## src/design/tnb_ram.sv

```systemverilog
// Generic single-port-write, registered-read RAM.
`timescale 1ns / 1ps
module tnb_ram #(
    parameter int WIDTH = 24,
    parameter int DEPTH = 16,
    localparam int AW = (DEPTH > 1) ? $clog2(DEPTH) : 1
) (
    input  logic             i_clk,
    input  logic             i_we,
    input  logic [AW-1:0]    i_waddr,
    input  logic [WIDTH-1:0] i_wdata,
    input  logic [AW-1:0]    i_raddr,
    output logic [WIDTH-1:0] o_rdata
);

    logic [WIDTH-1:0] r_mem [DEPTH];
    logic [WIDTH-1:0] r_rdata;

    always_ff @(posedge i_clk) begin
        if (i_we) begin
            r_mem[i_waddr] <= i_wdata;
        end
        r_rdata <= r_mem[i_raddr];
    end

    assign o_rdata = r_rdata;

endmodule

```

## config.mk

```make
export PLATFORM = sky130hd
export DESIGN_NAME = tnb_ram
export DESIGN_NICKNAME = d
export VERILOG_FILES = /design/src/design/tnb_ram.sv
export SDC_FILE = /design/constraint.sdc
export NUM_CORES = 1
export LEC_CHECK = 0
export BUFFER_PORTS_ARGS = -buffer_cell sky130_fd_sc_hd__buf_4
export CORE_UTILIZATION = 50
export DETAILED_ROUTE_END_ITERATION = 7
export PLACE_DENSITY = 0.67
export SYNTH_ARGS = -nofsm -noshare
export SYNTH_HDL_FRONTEND = slang
export SYNTH_SLANG_ARGS = --single-unit
```

## constraint.sdc

```tcl
create_clock -name i_clk -period 7.3 [get_ports i_clk]
set_clock_uncertainty 0.05 [all_clocks]
set_input_delay 0.365 -clock i_clk [delete_from_list [all_inputs] [get_ports i_clk]]
set_output_delay 0.365 -clock i_clk [all_outputs]
set_load 0.02 [all_outputs]
```

==> After elaboration in Yosys (flattened, before gate mapping) <==
Memories as Yosys holds them, arrays and structs flattened. A register that Yosys moved wholly into a read port is not among the register bits.
Cells that the tools add are included.
W data, S select, Z words.
{ "classes": {"n_mux": 2} }
{ "op_table": {"columns": ["op", "count"], "rows": [
  ["$mux W1", 2]
]} }
{ "word_totals": {"inputBits": 34, "ram_bits": 384, "output_inout_bits": 24, "register_bits": 0, "memories": 1, "word_cells": 3} }
{ "memory_table": {"columns": ["memory", "words", "width", "read_ports", "rd_ports_with_merged_regs", "wr", "line_no", "rtl"], "rows": [
  ["r_mem", 16, 24, 1, 1, 1, "16", "logic [WIDTH-1:0] r_mem [DEPTH];"]
]} }

==> Depth between registers and ports, before layout <==
Gate-level depths: netlist of the first run.
{ "logic_depth": {"word_depth": 2, "depth_mapped": 6} }

==> Worst setup path after synthesis of the first run <==
Ideal clock, no wire load.
{ "synth_timing": {"kind": "input to register", "from": "in i_waddr[2]", "to": "mem r_mem[0][0], enable pin", "path_stages": 2, "path_slack_ns": 4.268, "arrival_ns": 2.547, "setup_ns": 0.435, "path_buffers": 0, "t_required_ns": 6.815, "cell_sequence": "or3b_2 -> nor3_1"} }
{ "synth_lines": {"columns": ["item", "line_no", "rtl"], "rows": [
  ["start, declared", "10", "input logic [AW-1:0] i_waddr,"],
  ["end, declared", "16", null]
]} }
No word-level cell before the write port.

==> results of run 1 <==
[registers in the layout, indices dropped and copies added, names as in the netlist]
register	cells
o_rdata	24
r_mem	384
[critical path, delay by kind of cell]
family | cells | cell delay (ps)
and+or+nand+nor | 1 | 70
muxes | 1 | 590
AOI/OAI and AO/OA | 1 | 230
buffers and inverters | 2 | 1330
[kinds of logic (layout without fill, tap and decap cells)]
group / after synthesis / count (layout) / synth area share
flops: 408 / 408 / 0.804
compound gates: 48 / 48 / 0.0241
buf+inv: 33 / 154 / 0.0116
simple gates: 51 / 51 / 0.0149
mux: 96 / 96 / 0.145
[per-stage QoR]
step | hold slack [ps] | total power [mW] | utilization | setup WS (ps) | area [sq um]
6_report | 87.2 | 5.04 | 0.596 | 4990 | 17300
5_1_grt | 88.8 | 5.18 | 0.596 | 4740 | 17300
4_1_cts | 66.4 | 5.08 | 0.596 | 4900 | 17300
3_5_place_dp | 616 | 2.94 | 0.548 | 4360 | 15900
3_3_place_gp | 597 | 2.93 | 0.548 | 4410 | 15900
2_1_floorplan | 414 | 2.83 | - | 4270 | 14900
[metal layers]
layer | track usage | share of wire | vias up
met1 | 0.279 | 0.41 | 3564
met4 | 0.0507 | 0.019 | 0
met2 | 0.350 | 0.52 | 217
met5 | 0 | 0 | -
met3 | 0.0335 | 0.053 | 44
li1 | - | - | 2884
[how the worst min path moves through the flow]
stage,cells after the start,from,end
2_1_floorplan,0,i_wdata[0],r_mem[0][0]
3_3_place_gp,1,i_wdata[16],r_mem[4][16]
3_5_place_dp,3,r_mem[14][2],o_rdata[2]
4_1_cts,1,i_wdata[1],r_mem[1][1]
5_1_grt,1,i_wdata[21],r_mem[4][21]
6_report,1,i_wdata[21],r_mem[4][21]
[cell usage in the layout, fill, tap and decap left out]
cell	Yosys	routed
edfxtp_1	384	384
mux4_2	96	96
buf_4	0	77
a22oi_1	48	48
clkbuf_16	0	43
nand2_1	25	25
dfxtp_1	24	24
nor2_2	0	13
clkbuf_1	18	12
clkbuf_8	0	7
bufinv_16	0	5
clkinv_2	0	5
nor3_2	0	4
clkinv_1	0	3
nor2b_2	0	2
nand3b_1	2	2
nand2b_1	2	2
and2_2	0	1
nand3_1	1	1
or3b_2	1	1
inv_6	0	1
buf_6	5	1
[report_power, final]
| group | switching, mW | internal (mW) |
|---|---|---|
| combinational | 0.143 | 0.106 |
| clock | 0.822 | 1.33 |
| sequential | 0.0166 | 2.62 |
| total | 0.982 | 4.05 |
[layout make-up]
cell class / instances / share of cell area
clock buffers: 62 / 0.0704
multi-input cells: 195 / 0.162
clock inverters: 14 / 0.0113
repair buffers: 78 / 0.0341
flip-flops and latches: 408 / 0.694
well taps: 384 / 0.0278
==> impl_metrics.ini, run 1 <==
[run_status]
status = completed

[worst_setup_path]
rr_worst_depth = 3
crit_slowest_cell = buf_4
endpoint = o_rdata[18]
critPathMaxFanout = 61
max_stage_delay_ps = 710
worstPathRequired_ps = 7660
r2r_end = o_rdata[4]
crit_path_cell_trace = buf_6, buf_4, mux4_2, a22oi_1, nand2_1
start_kind = input port
r2r_start = r_mem[10][4]
arrival_ps = 2660
path_class = in -> reg
cp-end-kind = flip-flop
r2r_slack_ps = 5860
crit_start = i_raddr[0]

[detailed_routing]
drtAntennaViolNets = 0
wl_per_cell_um = 26.3
wirelength_um = 30000
vias_per_cell = 5.88
dr.pass1.iters = 5
drc = 0
via_count = 6709
drt_first_iter_violations = 593

[place]
finalWeightedCongestion = 0.708
portBuffers = 57
placed_cells = 1065
hpwl_um = 15500

[min_path]
min_path_type = in -> reg

[synth]
yosys.cell_count.top_type = edfxtp_1
synth_area_sq_um = 14900
synth_flop_cell = edfxtp_1
synth_top_area_cell = edfxtp_1
synth_area_leaders = edfxtp_1 (77%), mux4_2 (14%), dfxtp_1 (3.2%)
syn_avg_cell_area_sq_um = 23.5
synth_cells = 636
ys_types = 16
synth-async-reset-ratio = 0
synth_edf_count = 384
synthDominantCellAreaShare = 0.772
synth_seq_cells = 408
ys_top_cells_by_count = edfxtp_1 (384), mux4_2 (96), a22oi_1 (48), nand2_1 (25), dfxtp_1 (24)
ys_seq_area_frac = 0.804
syn_nets = 670
yosysWarnings = 0

[layout]
seqCellArea_sq_um = 12000
area_growth_pct = 15.9
fin_nets = 758
multiInputGateArea_sq_um = 2800
drive_above_1_share = 0.338
final_cells = 1141
nFillCells = 2053
n_antenna_cell = 0

[clock_tree]
postCtsHoldBufs = 0
cts_root_buffer = clkbuf_16
cts_tree = built
worstSkewPairLatency_ps = 520
cts_buffers = 41
cts_resized = 0
path_clk_slew_ps = 60
cts_buffer_depth = 3
cts.sinks = 408
htree_num_levels = 2
postCtsSetupRepairBufs = 0

[sta]
fin_crit_ps = 2310
slew_headroom = 0.318
timing_hold_violations_final = 0
final-max-slew-violation-count = 0
min_period_over_period = 0.316
max_freq_mhz = 434
grt_setup_unrepaired = false
setup_violations = 0
worst_slew_pin_slew_ps = 1020
tns_ps = 0

[die]
ios = 58
die_w_um = 175
die-area_sq_um = 30600
fp.coreArea_sq_um = 29000
num_rows = 62
fp.dieH_um = 175
start_util = 0.515

[global_routing]
grt_pass1_wl_um = 45400
gr-total-overflow = 0
grt_pass1_vias = 7232
grt_max_degree = 66
antenna_found_initial = 0
groute.usage.overall = 0.205

[pwr]
p_per_area_nw_per_um2 = 291
cellLeakagePower_nw = 5.60
max-vdd-ir-drop_uv = 202

[job]
max_cap_viol_count = 0
No activity file was read; power rests on OpenSTA's default activity.
==> run 2: changes to the inputs <==
Settings changed: PLACE_DENSITY 0.67 to 0.69.
Clock period 7.3 ns to 1.9 ns, I/O delays scaled along.
==> run 2 against run 1 <==
Total power grew to 3.7 times the previous value; first-iteration DRC count up 26%; global-route usage is 0.15 points higher; non-clock buffer count increased by 35; combinational power grew to 4.2 times the previous value; critical endpoint is now o_rdata[16].
==> impl_metrics.ini, run 2 (synthesis results as in run 1) <==
[detailed_routing]
via_count = 6856
dr.pass1.iters = 5
vias_per_cell = 5.84
maxUsedRoutingLayer = met4
wl_per_cell_um = 26.0
wl_met1_um = 12200
drt_first_iter_violations = 747
met2WireLength_um = 16000
wirelength_um = 30500
drtAntennaViolNets = 0
route.met3.wl_um = 1600
drc = 0

[die]
die-area_sq_um = 30600
num_rows = 62
fp.dieH_um = 175
start_util = 0.515
ios = 58
die_w_um = 175
fp.coreArea_sq_um = 29000

[worst_setup_path]
worstPathRequired_ps = 2240
cp-end-kind = flip-flop
r2r_start = r_mem[11][16]
rr_worst_depth = 3
critPathMaxFanout = 1
path_class = reg -> reg
crit_path_cell_trace = mux4_2, a22oi_1, nand2_1
max_stage_delay_ps = 480
r2r_end = o_rdata[16]
cp_top_family = multiplexers
r2r_slack_ps = 510
start_kind = flip-flop
cp.depth = 3
crit_slowest_cell = mux4_2
arrival_ps = 1730
crit_buf_inv = 0

[sta]
tns_ps = 0
fin_crit_ps = 1390
worst_slew_pin_slew_ps = 1020
max_freq_mhz = 718
grt_setup_unrepaired = false
min_period_over_period = 0.733
setup_violations = 0
timing_hold_violations_final = 0
slew_headroom = 0.315
final-max-slew-violation-count = 0

[clock_tree]
worstSkewPairLatency_ps = 520
cts_buffers = 40
htree_num_levels = 2
postCtsSetupRepairBufs = 0
cts.sinks = 408
path_clk_slew_ps = 60
cts_tree = built
cts_buffer_depth = 3
cts_root_buffer = clkbuf_16

[place]
hpwl_um = 16100
portBuffers = 57
finalWeightedCongestion = 0.718

[global_routing]
groute.usage.overall = 0.207
grt_pass1_vias = 7280
antenna_found_initial = 1
gr-total-overflow = 0
grt_max_degree = 45
grt_pass1_wl_um = 45600

[layout]
largest-register = r_mem
largest_reg_flops = 384
multiInputGateArea_sq_um = 2830
seqCellArea_sq_um = 12000
layout_common_cells = edfxtp_1 (384), mux4_2 (96), buf_4 (70)
fin_nets = 792
layout_commonest_cell = edfxtp_1
nFillCells = 1997
drive_above_1_share = 0.330
area_growth_pct = 18.7

[pwr]
p_total_mw = 18.7
p_per_area_nw_per_um2 = 1060
max-vdd-ir-drop_uv = 932
cellLeakagePower_nw = 5.75

[min_path]
hold_start = i_raddr[1]
min_to = o_rdata[8]
hold-path-cell-count = 4
min_path_type = in -> reg

[job]
max_cap_viol_count = 0

[run_status]
status = completed
==> run 2: final cells by class <==
type	instances	area share
antenna	1	0.000141
tap	384	0.0271
clock buffer	50	0.0604
clock inverter	22	0.0107
multi-input combinational	195	0.160
timing repair buffer	113	0.0642
sequential	408	0.678
==> run 2: how the worst max path moves through the flow <==
stage,end,slack [ps],startpoint
2_1_floorplan,r_mem[1][0],-230,i_waddr[2]
3_3_place_gp,o_rdata[17],170,i_raddr[2]
3_5_place_dp,o_rdata[5],150,i_raddr[3]
4_1_cts,o_rdata[16],520,r_mem[11][16]
5_1_grt,o_rdata[16],450,r_mem[11][16]
6_report,o_rdata[16],510,r_mem[11][16]
==> run 2: per-layer routing <==
layer	vias to the layer above	GRT usage
li1	2953	-
met1	3636	0.276
met2	216	0.358
met3	51	0.0307
met4	0	0.0543
met5	-	0
==> run 2: what timing repair did <==
action | CTS | global route
hold buffers | 24 | 0
resized for setup | 0 | 0
hold endpoints to repair | 384 | 0
==> run 2: report_power, final <==
group,switching (mW),leakage [nW],internal [mW]
sequential,0.0679,3.67,10.1
combinational,0.568,1.46,0.475
clock,3.15,0.611,4.41
==> run 2: worst reg2reg max path, stage by stage (launching register included) <==
cell	delay (ps)
edfxtp_1	400
mux4_2	480
a22oi_1	250
nand2_1	100
==> run 2: metrics by stage <==
stage | hold WS, ps | setup WS [ps] | util | cell area, sq um | cells
floorplan | 144 | -227 | - | 15000 | 636
global route | 53.3 | 449 | 0.611 | 17700 | 1172
global placement | 323 | 166 | 0.559 | 16200 | 1076
CTS | 31.5 | 523 | 0.611 | 17700 | 1172
finish | 44.6 | 506 | 0.611 | 17700 | 1173
detailed placement | 347 | 153 | 0.559 | 16200 | 1076
