==> src/design/tnb_pkg.sv <==
// Shared types, codes, constants and saturation helpers of the tanh neuron unit.
`timescale 1ns / 1ps
package tnb_pkg;

    localparam int CONNECTIONS_DEF = 16;

    // request codes
    localparam logic [2:0] REQ_FWD   = 3'd0;
    localparam logic [2:0] REQ_OGRAD = 3'd1;
    localparam logic [2:0] REQ_HGRAD = 3'd2;
    localparam logic [2:0] REQ_UPD   = 3'd3;
    localparam logic [2:0] REQ_LOAD  = 3'd4;

    // result kinds
    localparam logic [1:0] KIND_ACT  = 2'd0;
    localparam logic [1:0] KIND_GRAD = 2'd1;
    localparam logic [1:0] KIND_WGT  = 2'd2;

    // configuration register indexes
    localparam logic [1:0] CFG_LEARN_RATE  = 2'd0;
    localparam logic [1:0] CFG_MOMENTUM    = 2'd1;
    localparam logic [1:0] CFG_BIAS_WEIGHT = 2'd2;
    localparam logic [1:0] CFG_BIAS_INPUT  = 2'd3;

    localparam logic [16:0]        LEARN_RATE_RST  = 17'd9830;
    localparam logic [16:0]        MOMENTUM_RST    = 17'd32768;
    localparam logic signed [23:0] BIAS_WEIGHT_RST = 24'sd65536;
    localparam logic signed [23:0] BIAS_INPUT_RST  = 24'sd65536;

    localparam logic signed [32:0] Q16_ONE   = 33'sd65536;
    localparam logic [32:0]        TANH_SAT  = 33'd196608;
    localparam logic [23:0]        TANH_K27  = 24'd1769472;

    // tanh divider widths: numerator below 2^40, denominator below 2^23
    localparam int DIV_NW = 40;
    localparam int DIV_DW = 23;

    typedef struct packed {
        logic [2:0]         req_type;
        logic [3:0]         conn_index;
        logic signed [23:0] operand_a;
        logic signed [23:0] operand_b;
        logic               last_term;
    } t_req;

    typedef struct packed {
        logic [1:0]         result_kind;
        logic [3:0]         result_index;
        logic signed [23:0] result_value;
    } t_rsp;

    function automatic logic signed [47:0] sat48(input logic signed [48:0] v);
        logic signed [47:0] r;
        if (v > 49'sh0_7FFF_FFFF_FFFF) begin
            r = 48'sh7FFF_FFFF_FFFF;
        end else if (v < -49'sh0_8000_0000_0000) begin
            r = 48'sh8000_0000_0000;
        end else begin
            r = v[47:0];
        end
        return r;
    endfunction

    function automatic logic signed [23:0] sat24(input logic signed [65:0] v);
        logic signed [23:0] r;
        if (v > 66'sd8388607) begin
            r = 24'sh7F_FFFF;
        end else if (v < -66'sd8388608) begin
            r = 24'sh80_0000;
        end else begin
            r = v[23:0];
        end
        return r;
    endfunction

endpackage

==> src/design/tnb_div.sv <==
// Restoring divider, one quotient bit per cycle, for the tanh ratio.
`timescale 1ns / 1ps
module tnb_div
    import tnb_pkg::*;
(
    input  logic              i_clk,
    input  logic              i_rst_n,
    input  logic              i_start,
    input  logic [DIV_NW-1:0] i_num,
    input  logic [DIV_DW-1:0] i_den,
    output logic              o_done,
    output logic [DIV_NW-1:0] o_quo
);

    localparam int CW = $clog2(DIV_NW + 1);

    logic              r_busy;
    logic              r_done;
    logic [CW-1:0]     r_cnt;
    logic [DIV_DW-1:0] r_rem;
    logic [DIV_NW-1:0] r_quo;
    logic [DIV_DW-1:0] r_den;
    logic [DIV_DW:0]   rem_sh;
    logic [DIV_DW:0]   rem_sub;
    logic              fits;

    assign rem_sh  = {r_rem, r_quo[DIV_NW-1]};
    assign rem_sub = rem_sh - {1'b0, r_den};
    assign fits    = rem_sh >= {1'b0, r_den};

    always_ff @(posedge i_clk) begin
        if (!i_rst_n) begin
            r_busy <= 1'b0;
            r_done <= 1'b0;
            r_cnt  <= '0;
        end else begin
            r_done <= 1'b0;
            if (i_start) begin
                r_busy <= 1'b1;
                r_cnt  <= CW'(DIV_NW);
                r_rem  <= '0;
                r_quo  <= i_num;
                r_den  <= i_den;
            end else if (r_busy) begin
                r_rem <= fits ? rem_sub[DIV_DW-1:0] : rem_sh[DIV_DW-1:0];
                r_quo <= {r_quo[DIV_NW-2:0], fits};
                r_cnt <= r_cnt - 1'b1;
                if (r_cnt == CW'(1)) begin
                    r_busy <= 1'b0;
                    r_done <= 1'b1;
                end
            end
        end
    end

    assign o_done = r_done;
    assign o_quo  = r_quo;

endmodule

==> config.mk <==
export PLATFORM = sky130hd
export DESIGN_NAME = tnb_div
export DESIGN_NICKNAME = d
export VERILOG_FILES = /design/src/design/tnb_pkg.sv /design/src/design/tnb_div.sv
export SDC_FILE = /design/constraint.sdc
export NUM_CORES = 1
export LEC_CHECK = 0
export BUFFER_PORTS_ARGS = -buffer_cell sky130_fd_sc_hd__buf_2
export CORE_AREA = 3 3 150 94
export CTS_CLUSTER_DIAMETER = 150
export DETAILED_ROUTE_END_ITERATION = 10
export DIE_AREA = 0 0 153 97
export GPL_TIMING_DRIVEN = 0
export PLACE_DENSITY = 0.71
export SKIP_LAST_GASP = 1
export SYNTH_ARGS = -nofsm -noshare
export SYNTH_HDL_FRONTEND = slang
export SYNTH_SLANG_ARGS = --single-unit
==> constraint.sdc <==
create_clock -name i_clk -period 3.8 [get_ports i_clk]
set_input_delay 0.38 -clock i_clk [delete_from_list [all_inputs] [get_ports i_clk]]
set_output_delay 0.38 -clock i_clk [all_outputs]
set_load 0.03 [all_outputs]
# Word level (Yosys, flattened, before mapping)
# Index checks and enable logic that the tools add are counted.
dict set report word_totals {
  regBits 94
  in_bits 66
  wordCells 28
}
dict set report classes {
  mux 10
  n_eq_ne 1
  bitwise 2
  n_lt_le_gt_ge 1
  n_addsub 2
  n_reduce_logical 5
}
# op n
set op_table {}
lappend op_table {{$mux W40} 2}
lappend op_table {{$mux W23} 2}
lappend op_table {{$ge A24 B23 Y1} 1}
lappend op_table {{$sub A23 B23 Y23} 1}
lappend op_table {{$mux W6} 2}
lappend op_table {{$eq A6 B1 Y1 const B} 1}
lappend op_table {{$sub A6 B1 Y6 const B} 1}
lappend op_table {{$mux W1} 4}
lappend op_table {{$reduce_and A2 Y1} 2}
lappend op_table {{$reduce_or A3 Y1} 1}
lappend op_table {{$not A1 Y1} 2}
lappend op_table {{$reduce_bool A2 Y1} 1}
lappend op_table {{$reduce_or A2 Y1} 1}

# Longest topological paths before layout
# Gate-level depths: netlist of the first run.
dict set report depth {
  ltp_word 4
  depth_mapped 12
  ltp_nobuf 10
}

# Worst setup path after synthesis of the first run
# OpenSTA, ideal clock, no wires.
dict set report synth_path {
  kind {input port to flip-flop}
  startpoint {input port i_start}
  endpoint {register r_quo[0] (netlist: o_quo[0]) (enable)}
  t_arrival_ps 2494
  n_path_buf 2
  setup_ps 426
  cell_stages 3
  slack_ps 879
  t_required_ps 3374
  path_cell_list {clkbuf_1 > buf_1 > o21a_1}
}
dict set report synth_via {
  elab_chain_cells 2
}
# element line_no
set synth_lines {}
lappend synth_lines {{from (decl)} tnb_div.sv:8} ;# input logic i_start,
lappend synth_lines {{$reduce_bool A2 Y1 (no source line)} --}
lappend synth_lines {{$reduce_and A2 Y1 (no source line)} --}
lappend synth_lines {{to (signal assigned)} tnb_div.sv:42} ;# r_quo <= i_num;
lappend synth_lines {{to (signal assigned)} tnb_div.sv:46} ;# r_quo <= {r_quo[DIV_NW-2:0], fits};
lappend synth_lines {{to (decl)} tnb_div.sv:21} ;# logic [DIV_NW-1:0] r_quo;
# Every way passes these cells.
# A chain may end at the register's enable or synchronous reset.

# Worst setup path in the final report of the first run
dict set report layout_path {
  startpoint {register r_quo[39] (netlist: o_quo[39])}
  endpoint {register r_rem[22], data pin}
}
dict set report layout_via {
  elab_chain_cells 3
}
# element line_no
set layout_lines {}
lappend layout_lines {{$sub A23 B23 Y23 / $ge A24 B23 Y1 (equally long branches)} {tnb_div.sv:28, tnb_div.sv:29}}
lappend layout_lines {{$mux W23 (*)} tnb_div.sv:45} ;# r_rem <= fits ? rem_sub[DIV_DW-1:0] : rem_sh[DIV_DW-1:0];
lappend layout_lines {{$mux W23 (*)} tnb_div.sv:44} ;# end else if (r_busy) begin
lappend layout_lines {{to (signal assigned)} tnb_div.sv:45}
lappend layout_lines {{to (decl)} tnb_div.sv:20} ;# logic [DIV_DW-1:0] r_rem;
# Every way passes the cells marked *; elsewhere a longest branch is shown, timed or not. The select of a mux whose other input is x is not followed.

==> reports/qor.yml, run 1 <==
start_util_pct: 40.0
met2WireLength_um: 5250
hold_viol_final: 0
diodes: 0
cp_max_fo: 3
io_buffers: 106
cts_max_path_buffers: 2
finClkSkew_ns: 0.00832
seq_area_frac_synth_pct: 53.6
cap_violations: 0
vias: 3848
drt-met1-wl_um: 5860
worstSetupPathType: "flop to flop"
antenna_left: 0
place.gp.congestion: 0.900
overflow: 0
core_region_area_um2: 12800
netlist_instances: 441
nNetsFinal: 650
area_growth_syn_to_layout_pct: 21.0
synth_flop_cell: "edfxtp_1"
p_leak_nw: 2.50
drive_above_1_share_pct: 30.7
die_area_um2: 14800
fin_crit_ns: 3.29
drt_wl_total_um: 12000
grt_pass1_wl_um: 19600
cts-root-buf: "clkbuf_16"
die_x_um: 153
ys_seq_elements: 94
syn_nets: 533
utilization_pct: 48.4
hold_path.class: "primary input to flop"
post_cts_buffers: 0
cts_buffers: 9
peakVddDrop_v: 0.000254
timing.fmax_mhz: 304
grt_usage_pct: 16.2
setup.worst_path.start_class: "flop"
viasPerCell: 5.25
tritoncts: "built"
dp_slack_ns: 0.578
routedWlPerCell_um: 16.3
fillCellCount: 1155
synth_edf_count: 86
tightest_slew_ns: 0.985
antenna_found_initial: 0
grt_pass1_vias: 3818
cp-end-kind: "flop"
dp_hpwl_um: 8730
drcViolationCount: 0
drtIter0Drc: 352
period_share_pct: 86.7
synthTopCellsByArea: "edfxtp_1, mux2_2, ha_1"
htreeDepth: 3
powerDensity_nw_per_um2: 477
max_slew_margin_pct: 34.2
setup_violations: 0
io_pins: 107
synth_warnings: 0
post_cts_resized: 0
syn-mean-instance-area_um2: 11.6
final_max_slew_viol_count: 0
clk_latency_ns: 0.34
rsz0062_at_grt: "false"
dr_wl_met3_um: 780
die_h_um: 97
grt_max_degree: 65
async_flop_share_pct: 0
synth_top_area_share_pct: 50.5
yosys.area.top_type: "edfxtp_1"
crit_required_ns: 3.89
first_pass_iters: 6
cts.clk_slew.worst_paths_ns: 0.07
dr.max_layer_used: "met4"
clock_sinks: 94
status: "finished clean"
rows: 32
postCtsHoldBufs: 0
fin_ws_ns: 0.507
worstPathArrival_ns: 3.38
synth_cell_types: 58
synth_area_um2: 5110
[power by group]
| part | total [mW] | internal [mW] | switching, mW | leakage [nW] |
|---|---|---|---|---|
| Clock | 0.977 | 0.583 | 0.394 | 0.155 |
| Sequential | 1.28 | 1.23 | 0.0410 | 0.888 |
| Combinational | 0.696 | 0.276 | 0.419 | 1.46 |
[sequential cells by signal (all words and copies together), names as in the netlist]
register / flops
o_done: 1
o_quo: 40
r_busy: 1
r_cnt: 6
r_den: 23
r_rem: 23
[Yosys cell counts, drive strengths merged, types with 3 or more instances]
library cell	n
a211oi	9
a21boi	5
a21o	7
a21oi	28
and3	3
and4	4
buf	9
clkbuf	8
dfxtp	8
edfxtp	86
ha	25
inv	33
mux2	40
nand2	39
nand2b	4
nand3	10
nand4	4
nor2	28
nor2b	3
nor3	8
nor3b	3
nor4b	3
o211ai	4
o21a	5
o21ai	16
xnor2	14
xor2	3
[layer usage]
layer | global-route usage [%] | up-vias
li1 | - | 1870
met1 | 23.9 | 1852
met2 | 24.8 | 117
met3 | 3.93 | 9
met4 | 2.81 | 0
met5 | 0 | -
[final cells by class]
| class | instances | area, um2 | share of cell area [%] |
|---|---|---|---|
| Sequential cell | 94 | 2740 | 44.3 |
| Multi-Input combinational cell | 297 | 2180 | 35.2 |
| Timing Repair Buffer | 106 | 531 | 8.57 |
| Clock buffer | 10 | 229 | 3.70 |
| Tap cell | 170 | 213 | 3.44 |
| Inverter | 33 | 124 | 2.00 |
| Clock inverter | 6 | 92.6 | 1.50 |
| Buffer | 17 | 75.1 | 1.21 |
[cells by family (layout without fill, tap and decap cells)]
| family | Yosys count | after routing | synth area share [%] |
|---|---|---|---|
| AND/OR/NAND/NOR | 118 | 118 | 11.8 |
| AO/OA/AOI/OAI | 96 | 96 | 12.4 |
| flip-flops | 94 | 94 | 53.6 |
| buffers and inverters | 50 | 172 | 3.89 |
| multiplexers | 40 | 40 | 8.81 |
| adder cells (fa/ha/maj) | 26 | 26 | 6.51 |
| XOR/XNOR | 17 | 17 | 2.91 |
[critical path, stage by stage (launching register included)]
cell	delay, ns
edfxtp_1	0.38
inv_1	0.06
ha_1	0.22
fa_1	0.39
nand2b_1	0.20
a21o_1	0.21
a211oi_1	0.34
o21ai_0	0.32
o311ai_0	0.53
nor4b_1	0.10
a311o_1	0.29
[metrics by stage]
stage                     cell area (um2)  TNS, ns  total power, mW  cells  hold slack [ns]
final                                6190        0             2.95    733            0.208
after global routing                 6190        0             3.10    733            0.198
after CTS                            6190        0             2.96    733            0.200
after detailed placement             5870        0             1.98    717            0.526
after global placement               5860   -15.96             1.96    717            0.484
after floorplan                      5110        0             1.79    441            0.469
[final timing paths]
kind	startpoint	endpoint	slack, ns	cells after the start
worst min-delay path	i_den[13]	r_den[13]	0.21	1
worst max register to register	o_quo[39]	r_rem[22]	0.51	10
worst max-delay path	o_quo[39]	r_rem[22]	0.51	10
worst min register to register	r_cnt[1]	r_cnt[1]	0.54	2
[cell usage in the layout (no fill, tap or decap), drive strengths merged, types with 4 or more instances in the layout]
master | Yosys | routed
a21boi | 5 | 5
clkbuf | 8 | 18
inv | 33 | 35
edfxtp | 86 | 86
nand2b | 4 | 4
dfxtp | 8 | 8
nand4 | 4 | 4
xnor2 | 14 | 14
o21a | 5 | 5
nand3 | 10 | 10
nor2 | 28 | 28
buf | 9 | 115
nand2 | 39 | 39
a211oi | 9 | 9
mux2 | 40 | 40
o211ai | 4 | 4
a21o | 7 | 7
nor3 | 8 | 8
o21ai | 16 | 16
and4 | 4 | 4
ha | 25 | 25
a21oi | 28 | 28
Note: power is estimated with default switching activity, not from simulation.
==> run 2, diff against run 1 <==
--- a/config.mk
+++ b/config.mk
@@ -5,13 +5,13 @@
 export SDC_FILE = /design/constraint.sdc
 export NUM_CORES = 1
 export LEC_CHECK = 0
-export BUFFER_PORTS_ARGS = -buffer_cell sky130_fd_sc_hd__buf_2
 export CORE_AREA = 3 3 150 94
 export CTS_CLUSTER_DIAMETER = 150
 export DETAILED_ROUTE_END_ITERATION = 10
 export DIE_AREA = 0 0 153 97
+export DONT_BUFFER_PORTS = 1
 export GPL_TIMING_DRIVEN = 0
-export PLACE_DENSITY = 0.71
+export PLACE_DENSITY = 0.64
 export SKIP_LAST_GASP = 1
 export SYNTH_ARGS = -nofsm -noshare
 export SYNTH_HDL_FRONTEND = slang
==> reports/qor.yml, run 2 (synthesis gave the netlist of run 1 again) <==
final_cells: 627  # was 733
area_growth_syn_to_layout_pct: 10.5  # was 21.0%
drtIter0Drc: 274  # was 352
cts_buffers: 9  # unchanged
hold_depth: 0  # was 1
clock_sinks: 94  # unchanged
crit_slowest_cell: "edfxtp_1"  # was o311ai_0
whs_ns: 0.126  # was 0.208 ns
cp_max_fo: 3  # unchanged
grt_usage_pct: 16.2  # about the same
viasPerCell: 5.54  # was 5.25
vias: 3475  # was 3848
post_cts_resized: 0  # unchanged
first_pass_iters: 7  # was 6
die_area_um2: 14800  # unchanged
place.gp.congestion: 0.904  # was 0.900
htreeDepth: 3  # unchanged
io_pins: 107  # unchanged
core_region_area_um2: 12800  # unchanged
cp_top_family: "compound AO/OA/AOI/OAI gates"  # unchanged
worstSetupPathType: "flop to flop"  # unchanged
setup.worst_path.start_class: "flop"  # unchanged
crit_required_ns: 3.89  # about the same
tritoncts: "built"  # unchanged
setup_violations: 0  # unchanged
period_share_pct: 92.3  # was 86.7%
nNetsFinal: 544  # was 650
hold_path.class: "primary input to flop"  # unchanged
diodes: 0  # unchanged
fillCellCount: 1172  # was 1155
crit_path_max_incr_delay_ns: 0.58  # was 0.53 ns
path_buf_inv: 1  # unchanged
p_total_mw: 2.90  # was 2.95 mW
p_leak_nw: 2.08  # was 2.50 nW
fin_crit_ns: 3.51  # was 3.29 ns
fin_ws_ns: 0.291  # was 0.507 ns
rows: 32  # unchanged
overflow: 0  # unchanged
crit_cells: 10  # unchanged
die_h_um: 97  # unchanged
start_util_pct: 40.0  # unchanged
final_max_slew_viol_count: 0  # unchanged
status: "finished clean"  # unchanged
cp_cell_sequence: "inv_1 > ha_1 > fa_1 > nand2b_1 > a21o_1 > a211oi_1 > o21ai_0 > o311ai_1 > nor4b_1 > a311o_1"  # was inv_1 > ha_1 > fa_1 > nand2b_1 > a21o_1 > a211oi_1 > o21ai_0 > o311ai_0 > nor4b_1 > a311o_1
final_common_cell: "edfxtp_1"  # was buf_2
routedWlPerCell_um: 18.7  # was 16.3 um
drive_above_1_share_pct: 14.7  # was 30.7%
drcViolationCount: 0  # unchanged
rsz0062_at_grt: "false"  # unchanged
hold_viol_final: 0  # unchanged
grt_max_degree: 65  # unchanged
cap_violations: 0  # unchanged
antenna_found_initial: 0  # unchanged
worstPathArrival_ns: 3.60  # was 3.38 ns
cts-root-buf: "clkbuf_16"  # unchanged
cts_max_path_buffers: 2  # unchanged
seqCellArea_um2: 2740  # unchanged
tightest_slew_ns: 1.05  # was 0.985 ns
powerDensity_nw_per_um2: 513  # was 477 nW/um2
finClkSkew_ns: 0.00730  # was 0.00832 ns
peakVddDrop_v: 0.000214  # was 0.000254 V
grt_pass1_vias: 3551  # was 3818
die_x_um: 153  # unchanged
grt_pass1_wl_um: 19400  # was 19600 um
dp_slack_ns: 0.314  # was 0.578 ns
multi_input_area_um2: 2180  # unchanged
dp_hpwl_um: 8460  # was 8730 um
clk_latency_ns: 0.34  # about the same
final_cell_mix: "edfxtp_1, mux2_2, nand2_1"  # was buf_2, edfxtp_1, mux2_2
post_cts_buffers: 0  # unchanged
io_buffers: 0  # was 106
antenna_left: 0  # unchanged
timing.fmax_mhz: 285  # was 304 MHz
cts.clk_slew.worst_paths_ns: 0.07  # about the same
cp-end-kind: "flop"  # unchanged
largest_reg_flops: 40  # unchanged
max_slew_margin_pct: 30.1  # was 34.2%
dpl.cell_count: 611  # was 717
placed_area_um2: 5340  # was 5870 um2
drt_wl_total_um: 11700  # was 12000 um
postCtsHoldBufs: 0  # unchanged
stdcell_area_um2: 5650  # was 6190 um2
ff2ff_path_depth: 10  # unchanged
run 2: cell count changes in the layout (fill, tap and decap cells not counted):
cell | before | now
buf_2 | 109 | 3
o311ai_0 | 1 | 0
clkinv_1 | 0 | 1
inv_6 | 1 | 2
o311ai_1 | 0 | 1
clkbuf_1 | 9 | 8
inv_8 | 1 | 0
run 2: cell type report:
cell class	instances	share of cell area [%]
Buffer	17	1.33
Inverter	33	2.19
Clock inverter	7	1.66
Sequential cell	94	48.5
Tap cell	170	3.76
Multi-Input combinational cell	297	38.6
Clock buffer	9	3.98
run 2: path summary, 6_finish.rpt:
check | startpoint | to | slack (ns)
hold reg to reg | r_cnt[1] | r_cnt[1] | 0.53
hold / removal | i_den[19] | r_den[19] | 0.13
setup reg to reg | o_quo[39] | r_rem[22] | 0.29
setup / recovery | o_quo[39] | r_rem[22] | 0.29
run 2: where the power goes:
group | internal (mW) | leakage, nW | switching, mW | total [mW]
Sequential | 1.24 | 0.888 | 0.101 | 1.34
Clock | 0.578 | 0.154 | 0.402 | 0.980
Combinational | 0.236 | 1.04 | 0.347 | 0.583
run 2: per-stage QoR:
stage	TNS (ns)	utilization [%]
floorplan	0	-
global placement	-4.46	41.7
detailed placement	0	41.8
CTS	0	44.3
global route	0	44.3
finish	0	44.3
run 2: metal layers:
metal  global-route usage [%]  vias to the layer above  share of wire, %
met3                     5.50                        6               5.7
met1                     23.9                     1693                51
met5                        0                        -                 0
met2                     23.4                      108                43
met4                     2.81                        0              0.45
li1                         -                     1668                 -
==> run 3, diff against run 2 <==
--- a/config.mk
+++ b/config.mk
@@ -5,13 +5,13 @@
 export SDC_FILE = /design/constraint.sdc
 export NUM_CORES = 1
 export LEC_CHECK = 0
-export CORE_AREA = 3 3 150 94
+export CORE_AREA = 3 3 125 79
 export CTS_CLUSTER_DIAMETER = 150
 export DETAILED_ROUTE_END_ITERATION = 10
-export DIE_AREA = 0 0 153 97
+export DIE_AREA = 0 0 128 82
 export DONT_BUFFER_PORTS = 1
 export GPL_TIMING_DRIVEN = 0
-export PLACE_DENSITY = 0.64
+export PLACE_DENSITY = 0.83
 export SKIP_LAST_GASP = 1
 export SYNTH_ARGS = -nofsm -noshare
 export SYNTH_HDL_FRONTEND = slang
==> reports/qor.yml, run 3 (synthesis gave the netlist of run 1 again) <==
vias: 3513  # was 3475
final_cell_mix: "edfxtp_1, mux2_2, nand2_1"  # unchanged
area_growth_syn_to_layout_pct: 8.78  # was 10.5%
viasPerCell: 6.13  # was 5.54
nNetsFinal: 544  # unchanged
cts.clk_slew.worst_paths_ns: 0.07  # about the same
cp_cell_sequence: "inv_1 > ha_1 > fa_1 > nand2b_1 > a21o_1 > a211oi_1 > o21ai_0 > o311ai_0 > nor4b_1 > a311o_1"  # was inv_1 > ha_1 > fa_1 > nand2b_1 > a21o_1 > a211oi_1 > o21ai_0 > o311ai_1 > nor4b_1 > a311o_1
clk_latency_ns: 0.34  # about the same
fin_crit_ns: 3.58  # was 3.51 ns
setup_violations: 0  # unchanged
status: "finished clean"  # unchanged
peakVddDrop_v: 0.000283  # was 0.000214 V
die_area_um2: 10500  # was 14800 um2
path_buf_inv: 1  # unchanged
cp-end-kind: "flop"  # unchanged
grt_max_degree: 65  # unchanged
diodes: 0  # unchanged
start_util_pct: 57.4  # was 40.0%
dpl.cell_count: 557  # was 611
drtIter0Drc: 397  # was 274
crit_required_ns: 3.90  # was 3.89 ns
htreeDepth: 3  # unchanged
tightest_slew_ns: 1.01  # was 1.05 ns
largest_reg_flops: 40  # unchanged
tritoncts: "built"  # unchanged
dp_hpwl_um: 8210  # was 8460 um
hold_path.class: "primary input to flop"  # unchanged
hold_viol_final: 0  # unchanged
p_leak_nw: 2.07  # was 2.08 nW
powerDensity_nw_per_um2: 506  # was 513 nW/um2
max_slew_margin_pct: 32.4  # was 30.1%
worstPathArrival_ns: 3.68  # was 3.60 ns
antenna_left: 0  # unchanged
post_cts_resized: 0  # unchanged
routedWlPerCell_um: 19.8  # was 18.7 um
place.gp.congestion: 0.930  # was 0.904
final_cells: 573  # was 627
cp_max_fo: 3  # unchanged
cp_top_family: "compound AO/OA/AOI/OAI gates"  # unchanged
drive_above_1_share_pct: 14.7  # unchanged
seqPwrFrac_pct: 47.6  # was 46.1%
overflow: 0  # unchanged
post_cts_buffers: 0  # unchanged
die_x_um: 128  # was 153 um
final_max_slew_viol_count: 0  # unchanged
period_share_pct: 94.2  # was 92.3%
cts-root-buf: "clkbuf_16"  # unchanged
p_comb_share_pct: 20.6  # was 20.1%
grt_usage_pct: 21.2  # was 16.2%
rsz0062_at_grt: "false"  # unchanged
cts_max_path_buffers: 2  # unchanged
pwr-share-clk_pct: 31.8  # was 33.8%
cts_buffers: 9  # unchanged
drcViolationCount: 0  # unchanged
io_pins: 107  # unchanged
p_sw_share_pct: 29.5  # was 29.3%
io_buffers: 0  # unchanged
switchingPower_mw: 0.830  # was 0.850 mW
cap_violations: 0  # unchanged
drt_wl_total_um: 11400  # was 11700 um
die_h_um: 82  # was 97 um
grt_pass1_wl_um: 17200  # was 19400 um
final_common_cell: "edfxtp_1"  # unchanged
rows: 27  # was 32
p_total_mw: 2.82  # was 2.90 mW
finClkSkew_ns: 0.00951  # was 0.00730 ns
grt_pass1_vias: 3336  # was 3551
antenna_found_initial: 0  # unchanged
worstSetupPathType: "flop to flop"  # unchanged
crit_slowest_cell: "edfxtp_1"  # unchanged
setup.worst_path.start_class: "flop"  # unchanged
p_int_mw: 1.99  # was 2.05 mW
postCtsHoldBufs: 0  # unchanged
clock_sinks: 94  # unchanged
core_region_area_um2: 8920  # was 12800 um2
crit_path_max_incr_delay_ns: 0.57  # was 0.58 ns
timing.fmax_mhz: 279  # was 285 MHz
first_pass_iters: 5  # was 7
[run 3: final timing paths]
check / slack (ns) / cells after the start / start / to
hold / removal: 0.13 / 0 / i_den[5] / r_den[5]
hold reg to reg: 0.55 / 2 / r_cnt[1] / r_cnt[1]
setup / recovery: 0.22 / 10 / o_quo[39] / r_rem[22]
setup reg to reg: 0.22 / 10 / o_quo[39] / r_rem[22]
[run 3: final cells by class]
cell class	count	area [um2]
inverter	33	124
clock inverter	6	67.6
fill	696	3350
clock buffer	10	229
sequential	94	2740
tap	116	145
multi-input combinational	297	2180
buffer	17	75.1
[run 3: worst reg2reg max path, stage by stage (launching register included)]
cell	delay, ns
edfxtp_1	0.57
inv_1	0.08
ha_1	0.24
fa_1	0.41
nand2b_1	0.21
a21o_1	0.20
a211oi_1	0.35
o21ai_0	0.32
o311ai_0	0.55
nor4b_1	0.11
a311o_1	0.29
[run 3: layer usage]
metal | track usage, % | up-vias | share of wire, % | wire [um]
met2 | 31.9 | 130 | 45 | 5080
met5 | 0 | - | 0 | 0
met4 | 5.72 | 0 | 0.87 | 99
met3 | 5.33 | 13 | 6.6 | 748
met1 | 30.6 | 1710 | 48 | 5440
li1 | - | 1660 | - | -
[run 3: power groups by stage]
stage / registers, mW / logic [mW] / clock network [mW]
final: 1.34 / 0.580 / 0.896
after detailed placement: 1.36 / 0.564 / 0
after global placement: 1.36 / 0.541 / 0
after CTS: 1.34 / 0.570 / 0.911
after global routing: 1.35 / 0.638 / 0.945
after floorplan: 1.35 / 0.446 / 0
[run 3: stage by stage]
stage	setup slack (ns)	setup TNS [ns]	hold WS [ns]	area, um2	util (%)
final	0.220	0	0.126	5560	62.4
after global routing	0.0302	0	0.122	5560	62.4
after CTS	0.276	0	0.126	5560	62.4
after detailed placement	0.294	0	0.479	5270	59.1
after global placement	-0.0993	-6.11	0.479	5260	59.0
after floorplan	0.879	0	0.469	5110	-
